`src/rtl/core/cpmd_pkg.sv`:
```
`timescale 1ns / 1ps
package cpmd_pkg;

	localparam int LENGTH_WIDTH = 24;
	localparam int HOLD_DEPTH = 256;
	localparam int HOLD_AW = $clog2(HOLD_DEPTH);
	localparam int MASK_DEPTH = 32;
	localparam int MASK_AW = $clog2(MASK_DEPTH);
	localparam int CFG_INDEX_WIDTH = 1;

	typedef logic [LENGTH_WIDTH-1:0] cpmd_pos_t;
	typedef logic [MASK_DEPTH-1:0][7:0] cpmd_table_t;

	localparam cpmd_pos_t OFFSET_MAX = '1;
	localparam cpmd_pos_t CLEAR_HEAD = cpmd_pos_t'(32'h40);
	localparam cpmd_pos_t UNMASK_START = cpmd_pos_t'(32'h140);
	localparam cpmd_pos_t VIDEO_MIN_LEN = cpmd_pos_t'(32'h240);
	localparam cpmd_pos_t HELD_LAG = cpmd_pos_t'(32'h100);

	localparam logic [1:0] FUNC_PASS = 2'd0;
	localparam logic [1:0] FUNC_VIDEO = 2'd1;
	localparam logic [1:0] FUNC_AUDIO = 2'd2;

	localparam logic [CFG_INDEX_WIDTH-1:0] REG_KEY_LOW = 1'b0;
	localparam logic [CFG_INDEX_WIDTH-1:0] REG_KEY_HIGH = 1'b1;

	localparam logic [31:0] KEY_LOW_RESET = 32'hF27E3B22;
	localparam logic [31:0] KEY_HIGH_RESET = 32'h00003657;

	typedef struct packed {
		logic [1:0] func;
		logic [7:0] data_in;
		logic [LENGTH_WIDTH-1:0] chunk_length;
		logic chunk_start;
	} cpmd_in_t;

	typedef struct packed {
		logic [7:0] data_out;
		logic [LENGTH_WIDTH-1:0] byte_position;
		logic result_last;
	} cpmd_out_t;

	typedef struct packed {
		logic start;
		logic scr;
		logic [1:0] kind;
		logic [7:0] data;
		cpmd_pos_t pos;
	} cpmd_stage_t;

	function automatic cpmd_table_t cpmd_derive(input logic [31:0] key_low,
			input logic [31:0] key_high);
		cpmd_table_t t;
		t[5'h00] = key_low[7:0];
		t[5'h01] = key_low[15:8];
		t[5'h02] = key_low[23:16];
		t[5'h03] = key_low[31:24] - 8'h34;
		t[5'h04] = key_high[7:0] + 8'hF9;
		t[5'h05] = key_high[15:8] ^ 8'h13;
		t[5'h06] = key_high[23:16] + 8'h61;
		t[5'h07] = t[5'h00] ^ 8'hFF;
		t[5'h08] = t[5'h02] + t[5'h01];
		t[5'h09] = t[5'h01] - t[5'h07];
		t[5'h0A] = t[5'h02] ^ 8'hFF;
		t[5'h0B] = t[5'h01] ^ 8'hFF;
		t[5'h0C] = t[5'h0B] + t[5'h09];
		t[5'h0D] = t[5'h08] - t[5'h03];
		t[5'h0E] = t[5'h0D] ^ 8'hFF;
		t[5'h0F] = t[5'h0A] - t[5'h0B];
		t[5'h10] = t[5'h08] - t[5'h0F];
		t[5'h11] = t[5'h10] ^ t[5'h07];
		t[5'h12] = t[5'h0F] ^ 8'hFF;
		t[5'h13] = t[5'h03] ^ 8'h10;
		t[5'h14] = t[5'h04] - 8'h32;
		t[5'h15] = t[5'h05] + 8'hED;
		t[5'h16] = t[5'h06] ^ 8'hF3;
		t[5'h17] = t[5'h13] - t[5'h0F];
		t[5'h18] = t[5'h15] + t[5'h07];
		t[5'h19] = 8'h21 - t[5'h13];
		t[5'h1A] = t[5'h14] ^ t[5'h17];
		t[5'h1B] = t[5'h16] + t[5'h16];
		t[5'h1C] = t[5'h17] + 8'h44;
		t[5'h1D] = t[5'h03] + t[5'h04];
		t[5'h1E] = t[5'h05] - t[5'h16];
		t[5'h1F] = t[5'h1D] ^ t[5'h13];
		return t;
	endfunction

	function automatic logic [7:0] cpmd_audio_tag(input logic [1:0] idx);
		logic [7:0] c;
		case (idx)
			2'd0: c = 8'h55;
			2'd1: c = 8'h52;
			2'd2: c = 8'h55;
			2'd3: c = 8'h43;
			default: c = 8'h55;
		endcase
		return c;
	endfunction

endpackage

```
`src/rtl/core/cpmd_key_table.sv`:
```
`timescale 1ns / 1ps
module cpmd_key_table (
	input logic clk,
	input logic arst_n,
	input logic cfg_valid,
	output logic cfg_ready,
	input logic [cpmd_pkg::CFG_INDEX_WIDTH-1:0] cfg_index,
	input logic [31:0] cfg_data,
	output cpmd_pkg::cpmd_table_t mask_table_q
);
	import cpmd_pkg::*;

	logic [31:0] key_low_q;
	logic [31:0] key_high_q;
	logic [31:0] low_nxt;
	logic [31:0] high_nxt;

	assign cfg_ready = 1'b1;

	always_comb begin
		low_nxt = key_low_q;
		high_nxt = key_high_q;
		case (cfg_index)
			REG_KEY_LOW: low_nxt = cfg_data;
			REG_KEY_HIGH: high_nxt = cfg_data;
			default: begin
			end
		endcase
	end

	// table is rederived together with the key write
	always_ff @(posedge clk or negedge arst_n) begin
		if (!arst_n) begin
			key_low_q <= KEY_LOW_RESET;
			key_high_q <= KEY_HIGH_RESET;
			mask_table_q <= cpmd_derive(KEY_LOW_RESET, KEY_HIGH_RESET);
		end else if (cfg_valid) begin
			key_low_q <= low_nxt;
			key_high_q <= high_nxt;
			mask_table_q <= cpmd_derive(low_nxt, high_nxt);
		end
	end

endmodule

```
`src/rtl/core/cpmd_front.sv`:
```
`timescale 1ns / 1ps
module cpmd_front (
	input logic clk,
	input logic arst_n,
	input logic item_valid,
	output logic item_ready,
	input cpmd_pkg::cpmd_in_t item,
	input logic take,
	output logic stage_valid_s1,
	output cpmd_pkg::cpmd_stage_t stage_s1,
	output logic [7:0] held_s1
);
	import cpmd_pkg::*;

	logic [7:0] hold_mem [HOLD_DEPTH];
	cpmd_pos_t off_q;
	logic [1:0] kind_q;
	logic scr_q;

	logic acc;
	cpmd_pos_t pos_in;
	logic [1:0] kind_in;
	logic scr_in;
	logic [HOLD_AW-1:0] hold_addr;
	logic hold_wr;

	assign item_ready = !stage_valid_s1 || take;
	assign acc = item_valid && item_ready;

	always_comb begin
		if (item.chunk_start) begin
			pos_in = '0;
			kind_in = item.func;
			scr_in = (item.func == FUNC_AUDIO) ||
				(item.func == FUNC_VIDEO && item.chunk_length >= VIDEO_MIN_LEN);
		end else begin
			pos_in = off_q;
			kind_in = kind_q;
			scr_in = scr_q;
		end
	end

	// held byte and its partner 0x100 later share one address
	assign hold_addr = pos_in[HOLD_AW-1:0] - CLEAR_HEAD[HOLD_AW-1:0];
	assign hold_wr = acc && scr_in && kind_in == FUNC_VIDEO &&
		pos_in >= CLEAR_HEAD && pos_in < UNMASK_START;

	always_ff @(posedge clk) begin
		if (hold_wr) begin
			hold_mem[hold_addr] <= item.data_in;
		end
		if (acc) begin
			held_s1 <= hold_mem[hold_addr];
		end
	end

	always_ff @(posedge clk or negedge arst_n) begin
		if (!arst_n) begin
			off_q <= '0;
			kind_q <= FUNC_PASS;
			scr_q <= 1'b0;
			stage_valid_s1 <= 1'b0;
		end else begin
			if (acc) begin
				off_q <= (pos_in == OFFSET_MAX) ? OFFSET_MAX : pos_in + 1'b1;
				kind_q <= kind_in;
				scr_q <= scr_in;
				stage_valid_s1 <= 1'b1;
			end else if (take) begin
				stage_valid_s1 <= 1'b0;
			end
		end
	end

	always_ff @(posedge clk) begin
		if (acc) begin
			stage_s1.start <= item.chunk_start;
			stage_s1.scr <= scr_in;
			stage_s1.kind <= kind_in;
			stage_s1.data <= item.data_in;
			stage_s1.pos <= pos_in;
		end
	end

endmodule

```
`src/rtl/core/cpmd_unmask.sv`:
```
`timescale 1ns / 1ps
module cpmd_unmask (
	input logic clk,
	input logic arst_n,
	input logic stage_valid_s1,
	input cpmd_pkg::cpmd_stage_t stage_s1,
	input logic [7:0] held_s1,
	input cpmd_pkg::cpmd_table_t mask_table,
	output logic take,
	output logic result_valid,
	input logic result_ready,
	output cpmd_pkg::cpmd_out_t result
);
	import cpmd_pkg::*;

	logic [7:0] fb_q [MASK_DEPTH];
	logic [7:0] lm_q [MASK_DEPTH];
	cpmd_out_t res0_q;
	cpmd_out_t res1_q;
	logic [1:0] cnt_q;

	logic [MASK_AW-1:0] k;
	logic clear;
	logic audio;
	logic [7:0] d_fb;
	logic [7:0] lm_nxt;
	logic [7:0] audio_mask;
	logic fb_wr;
	logic lm_wr;
	cpmd_out_t res_a;
	cpmd_out_t res_b;
	logic [1:0] nres;
	logic pop;

	assign k = stage_s1.pos[MASK_AW-1:0];
	assign clear = !stage_s1.scr || stage_s1.pos < CLEAR_HEAD;
	assign audio = stage_s1.kind == FUNC_AUDIO;
	assign d_fb = stage_s1.data ^ fb_q[k];
	assign lm_nxt = lm_q[k] ^ d_fb;
	assign audio_mask = k[0] ? cpmd_audio_tag(k[2:1]) : (mask_table[k] ^ 8'hFF);

	assign pop = result_valid && result_ready;
	assign take = stage_valid_s1 && (cnt_q == 2'd0 || (cnt_q == 2'd1 && result_ready));

	always_comb begin
		res_a.data_out = stage_s1.data;
		res_a.byte_position = stage_s1.pos;
		res_a.result_last = 1'b1;
		res_b = res_a;
		nres = 2'd1;
		fb_wr = 1'b0;
		lm_wr = 1'b0;
		if (clear) begin
			nres = 2'd1;
		end else if (audio) begin
			if (stage_s1.pos >= UNMASK_START) begin
				res_a.data_out = stage_s1.data ^ audio_mask;
			end
		end else if (stage_s1.pos < UNMASK_START) begin
			nres = 2'd0;
		end else begin
			fb_wr = 1'b1;
			if (stage_s1.pos < VIDEO_MIN_LEN) begin
				lm_wr = 1'b1;
				res_a.data_out = held_s1 ^ lm_nxt;
				res_a.byte_position = stage_s1.pos - HELD_LAG;
				res_a.result_last = 1'b0;
				res_b.data_out = d_fb;
				nres = 2'd2;
			end else begin
				res_a.data_out = d_fb;
			end
		end
	end

	// running masks restart from the table on each chunk start
	always_ff @(posedge clk) begin
		if (take && stage_s1.start) begin
			for (int i = 0; i < MASK_DEPTH; i++) begin
				lm_q[i] <= mask_table[i];
				fb_q[i] <= mask_table[i] ^ 8'hFF;
			end
		end else if (take) begin
			if (fb_wr) begin
				fb_q[k] <= d_fb ^ mask_table[k] ^ 8'hFF;
			end
			if (lm_wr) begin
				lm_q[k] <= lm_nxt;
			end
		end
	end

	always_ff @(posedge clk or negedge arst_n) begin
		if (!arst_n) begin
			cnt_q <= 2'd0;
		end else if (take) begin
			cnt_q <= nres;
		end else if (pop) begin
			cnt_q <= cnt_q - 2'd1;
		end
	end

	always_ff @(posedge clk) begin
		if (take) begin
			res0_q <= res_a;
			res1_q <= res_b;
		end else if (pop) begin
			res0_q <= res1_q;
		end
	end

	assign result_valid = cnt_q != 2'd0;
	assign result = res0_q;

endmodule

```
`src/rtl/core/chunk_payload_mask_descrambler.sv`:
```
`timescale 1ns / 1ps
// path: an accepted request is registered in the front stage, then loaded into the result
// register when the unmask stage takes it, which waits while results are still pending
// throughput: one byte per cycle while result_ready is high; a video byte at 0x140..0x23F
// gives two results on the single result port; the next byte waits until one is popped
// reset: offset, chunk kind and all valid state clear; keys return to their reset values
// and the mask table is rederived from them
module chunk_payload_mask_descrambler (
	input logic clk,
	input logic arst_n,
	input logic item_valid,
	output logic item_ready,
	input cpmd_pkg::cpmd_in_t item,
	output logic result_valid,
	input logic result_ready,
	output cpmd_pkg::cpmd_out_t result,
	input logic cfg_valid,
	output logic cfg_ready,
	input logic [cpmd_pkg::CFG_INDEX_WIDTH-1:0] cfg_index,
	input logic [31:0] cfg_data
);
	import cpmd_pkg::*;

	cpmd_table_t mask_table;
	logic take;
	logic stage_valid_s1;
	cpmd_stage_t stage_s1;
	logic [7:0] held_s1;

	cpmd_key_table u_key_table (
		.clk(clk),
		.arst_n(arst_n),
		.cfg_valid(cfg_valid),
		.cfg_ready(cfg_ready),
		.cfg_index(cfg_index),
		.cfg_data(cfg_data),
		.mask_table_q(mask_table)
	);

	cpmd_front u_front (
		.clk(clk),
		.arst_n(arst_n),
		.item_valid(item_valid),
		.item_ready(item_ready),
		.item(item),
		.take(take),
		.stage_valid_s1(stage_valid_s1),
		.stage_s1(stage_s1),
		.held_s1(held_s1)
	);

	cpmd_unmask u_unmask (
		.clk(clk),
		.arst_n(arst_n),
		.stage_valid_s1(stage_valid_s1),
		.stage_s1(stage_s1),
		.held_s1(held_s1),
		.mask_table(mask_table),
		.take(take),
		.result_valid(result_valid),
		.result_ready(result_ready),
		.result(result)
	);

endmodule

```
`config.mk`:
```
export PLATFORM = sky130hd
export DESIGN_NAME = chunk_payload_mask_descrambler
export DESIGN_NICKNAME = d
export VERILOG_FILES = /design/src/rtl/core/cpmd_pkg.sv /design/src/rtl/core/cpmd_key_table.sv /design/src/rtl/core/cpmd_front.sv /design/src/rtl/core/cpmd_unmask.sv /design/src/rtl/core/chunk_payload_mask_descrambler.sv
export SDC_FILE = /design/constraint.sdc
export NUM_CORES = 2
export LEC_CHECK = 0
export BUFFER_PORTS_ARGS = -buffer_cell sky130_fd_sc_hd__buf_2
export CAP_MARGIN = 20
export CORE_MARGIN = 2
export CORE_UTILIZATION = 40
export CTS_BUF_LIST = sky130_fd_sc_hd__clkbuf_8
export DETAILED_ROUTE_END_ITERATION = 10
export HOLD_SLACK_MARGIN = 0.1
export PLACE_DENSITY = 0.68
export RECOVER_POWER = 50
export SLEW_MARGIN = 20
export SYNTH_ARGS = -nofsm -noshare
export SYNTH_HDL_FRONTEND = slang
export SYNTH_SLANG_ARGS = --single-unit
```
`constraint.sdc`:
```
create_clock -name clk -period 4.2 [get_ports clk]
set_input_delay 0.63 -clock clk [delete_from_list [all_inputs] [get_ports clk]]
set_output_delay 0.63 -clock clk [all_outputs]
set_load 0.01 [all_outputs]
```
==> results.json <==
{
  "status": "finished with violations",
  "violations": "max-capacitance violations, max-slew violations",
  "die_w_um": 573,
  "clock_sinks": 2959,
  "place_congestion": 1.01,
  "drc": 0,
  "startpoint": "item[0]",
  "skew_ns": 0.132,
  "required_ns": 5.09,
  "h-tree-depth": 5,
  "mappedNetlistArea_um2": 129000,
  "nets": 10332,
  "via_count": 88175,
  "grt_pass1_vias": 84810,
  "stdcell_count": 14862,
  "cts_buffer_depth": 4,
  "cp_max_fo": 36,
  "async_reset_ff_frac": 0.0963,
  "setup-violations-final": 0,
  "die_area_um2": 328000,
  "holdCritPathClass": "in -> reg",
  "timing.final.crit_period_ns": 4.16,
  "ant_nets": 0,
  "synth_nets": 9554,
  "clock_latency_ns": 1.13,
  "synth.distinct_cells": 77,
  "dp_hpwl_um": 284000,
  "antenna_found_initial": 27,
  "dominantRegCellSynth": "edfxtp_1",
  "post_drt_wl_per_cell_um": 28.5,
  "row_count": 208,
  "area_growth_pct": 16.4,
  "synthCells": 9380,
  "numCtsBuffers": 466,
  "wirelength_um": 424000,
  "r2r_cells": 10,
  "yosys_warnings": 0,
  "max_clock_freq_mhz": 240,
  "endpoint_kind": "register",
  "reg2reg_to": "u_unmask.fb_q[28][3]",
  "grt-ovfl-total": 0,
  "cp-start-kind": "input pin",
  "drt_first_iter_violations": 12670,
  "grt_pass1_wl_um": 603000,
  "slew_headroom": -1.45,
  "r2r-start": "u_front.stage_s1[3]",
  "io_pins": 109,
  "rsz0062_at_grt": "false",
  "critPathKind": "in -> reg",
  "worst_pin_slew_ns": 3.67,
  "period_share": 0.990,
  "maxCapViolCount": 23,
  "dp.cells": 13951,
  "die_y_um": 573,
  "drive_above_1_share": 0.228,
  "ys_ff_latch": 2959,
  "vdd_drop_max_mv": 1.51,
  "p_total_mw": 97.8,
  "tritoncts": "yes",
  "drv_slew": 1781,
  "drt_pre_antenna_iters": 6,
  "vias_per_cell": 5.93,
  "worstSetupEndpoint": "u_front.held_s1[4]",
  "r2r_slack_ns": 0.06,
  "clk_pin_slew_ns": 0.07,
  "synth-seq-area-share": 0.676,
  "initial_core_util": 0.403,
  "avgSynthCellArea_um2": 13.8,
  "io_buffers": 101,
  "grt_max_degree": 124,
  "hold_viol": 0,
  "p_per_area_nw_per_um2": 650,
  "cts-root-buf": "clkbuf_8",
  "grt_usage": 0.250,
  "coreArea_um2": 321000,
  "p_leak_nw": 51.2,
  "cp.arrival_ns": 5.05,
  "synth_edf_count": 2669
}
-- stage by stage --
| stage | utilization | TNS, ns | hold slack, ns | cell area, um^2 | worst slack (ns) |
|---|---|---|---|---|---|
| floorplan | - | -48.83 | 0.334 | 131000 | -0.754 |
| global placement | 0.441 | -2.75 | 0.441 | 142000 | -0.392 |
| detailed placement | 0.441 | -2.43 | 0.455 | 142000 | -0.296 |
| CTS | 0.470 | 0 | 0.108 | 151000 | 0.00676 |
| global route | 0.468 | 0 | 0.173 | 151000 | 0.0146 |
| finish | 0.469 | 0 | 0.153 | 151000 | 0.0420 |
-- power by group --
group | internal, mW | switching [mW]
logic | 12.4 | 23.2
registers | 35.9 | 2.73
clock network | 11.9 | 11.7
-- worst min path at each step --
| stage | start | end | slack (ns) | cells after the start |
|---|---|---|---|---|
| 5_1_grt | cfg_data[10] | u_key_table.mask_table_q[90] | 0.17 | 5 |
| 4_1_cts | cfg_data[10] | u_key_table.mask_table_q[90] | 0.11 | 5 |
| 6_report | cfg_data[10] | u_key_table.mask_table_q[90] | 0.15 | 5 |
| 3_3_place_gp | u_front.stage_s1[5] | u_unmask.res1_q[6] | 0.44 | 0 |
| 3_5_place_dp | u_front.stage_s1[5] | u_unmask.res1_q[6] | 0.45 | 0 |
| 2_1_floorplan | arst_n | u_front.kind_q[0] | 0.33 | 0 |
-- registers in the layout, summed over array words and instances, names as in the netlist, 2 cells and up, named ones only --
name and flops:
u_front.held_s1 8, u_unmask.lm_q 256, u_key_table.mask_table_q 199, u_unmask.result 33
u_unmask.cnt_q 2, u_key_table.key_low_q 32, u_front.off_q 24, u_front.stage_s1 36
u_front.kind_q 2, u_key_table.key_high_q 24, u_front.hold_mem 2048, u_unmask.fb_q 256
u_unmask.res1_q 32
-- layer usage --
layer	GRT usage	wire (um)	part of all wire
met1	0.337	161000	0.38
met2	0.382	190000	0.45
met3	0.0689	53800	0.13
met4	0.102	19400	0.046
met5	0	157	0.00037
-- worst max-delay path, cell delays in order --
cell and delay [ns]:
dlygate4sd3_1 0.53, buf_2 0.31, nand2b_1 0.62, buf_4 0.43
buf_4 0.44, a311oi_1 0.21, nor4_1 0.88, o21ai_0 0.42
o22ai_1 0.23, nor3_1 0.11, a21o_1 0.18
-- kinds of logic after synthesis --
logic type,share of synthesized area
DFF,0.676
and+or+nand+nor,0.0933
AOI/OAI and AO/OA,0.0965
buffers and inverters,0.0257
muxes,0.0859
xor gates and xnor gates,0.0115
adders and majority gates,0.0107
other,0.0000290
-- cell type report --
cell class | instances | area, um^2
repair buffers | 992 | 8290
well taps | 4305 | 5390
clock inverters | 372 | 2200
fillers | 27766 | 171000
multi-input cells | 5594 | 39900
inverters | 145 | 554
clock buffers | 486 | 6690
flip-flops and latches | 2959 | 87600
diodes | 9 | 22.5
-- synth_stat cells, types with 138 or more instances --
master,instances,area [um^2]
mux4_2,240,5410
a21oi_1,414,2070
a211oi_1,411,3090
nor2b_1,438,2740
nand2_1,1365,5120
edfxtp_1,2669,80100
nor2_1,669,2510
a311oi_1,402,3520
mux2i_1,179,1790
mux2_2,341,3840
dfrtp_1,157,3930
buf_1,138,518
o21ai_0,168,841
clkbuf_1,437,1640
inv_1,139,522
-- what timing repair did --
item                                    CTS  global route
endpoints found under the setup margin    0           124
endpoints found under the hold margin   759             0
setup buffers                             0             0
gates resized for setup                   0            19
hold buffers                             44             0
-- placed cells by master (no fill, tap or decap), types with 25 or more instances in the layout --
| master | Yosys | final |
|---|---|---|
| a211oi_1 | 411 | 411 |
| a21o_1 | 28 | 28 |
| a21oi_1 | 414 | 411 |
| a311oi_1 | 402 | 402 |
| a31oi_1 | 87 | 87 |
| buf_12 | 0 | 98 |
| buf_2 | 84 | 57 |
| buf_4 | 14 | 685 |
| clkbuf_1 | 437 | 76 |
| clkbuf_2 | 0 | 25 |
| clkbuf_8 | 0 | 486 |
| clkinv_1 | 3 | 114 |
| clkinv_2 | 0 | 47 |
| dfrtp_1 | 157 | 156 |
| dfstp_2 | 128 | 128 |
| dlygate4sd3_1 | 0 | 43 |
| edfxtp_1 | 2669 | 2669 |
| ha_1 | 91 | 87 |
| inv_1 | 139 | 305 |
| mux2_2 | 341 | 339 |
| mux2i_1 | 179 | 175 |
| mux4_2 | 240 | 240 |
| nand2_1 | 1365 | 1339 |
| nand3_1 | 95 | 94 |
| nor2_1 | 669 | 519 |
| nor2_2 | 1 | 54 |
| nor2_4 | 0 | 97 |
| nor2b_1 | 438 | 437 |
| nor3_1 | 34 | 32 |
| nor4_1 | 68 | 66 |
| o211ai_1 | 28 | 28 |
| o21a_1 | 55 | 55 |
| o21ai_0 | 168 | 167 |
| o221ai_1 | 25 | 25 |
| o22ai_1 | 55 | 55 |
| o41ai_1 | 46 | 46 |
| xnor2_1 | 104 | 91 |
| xor2_1 | 53 | 48 |
Power figures use the tool's default switching activity.
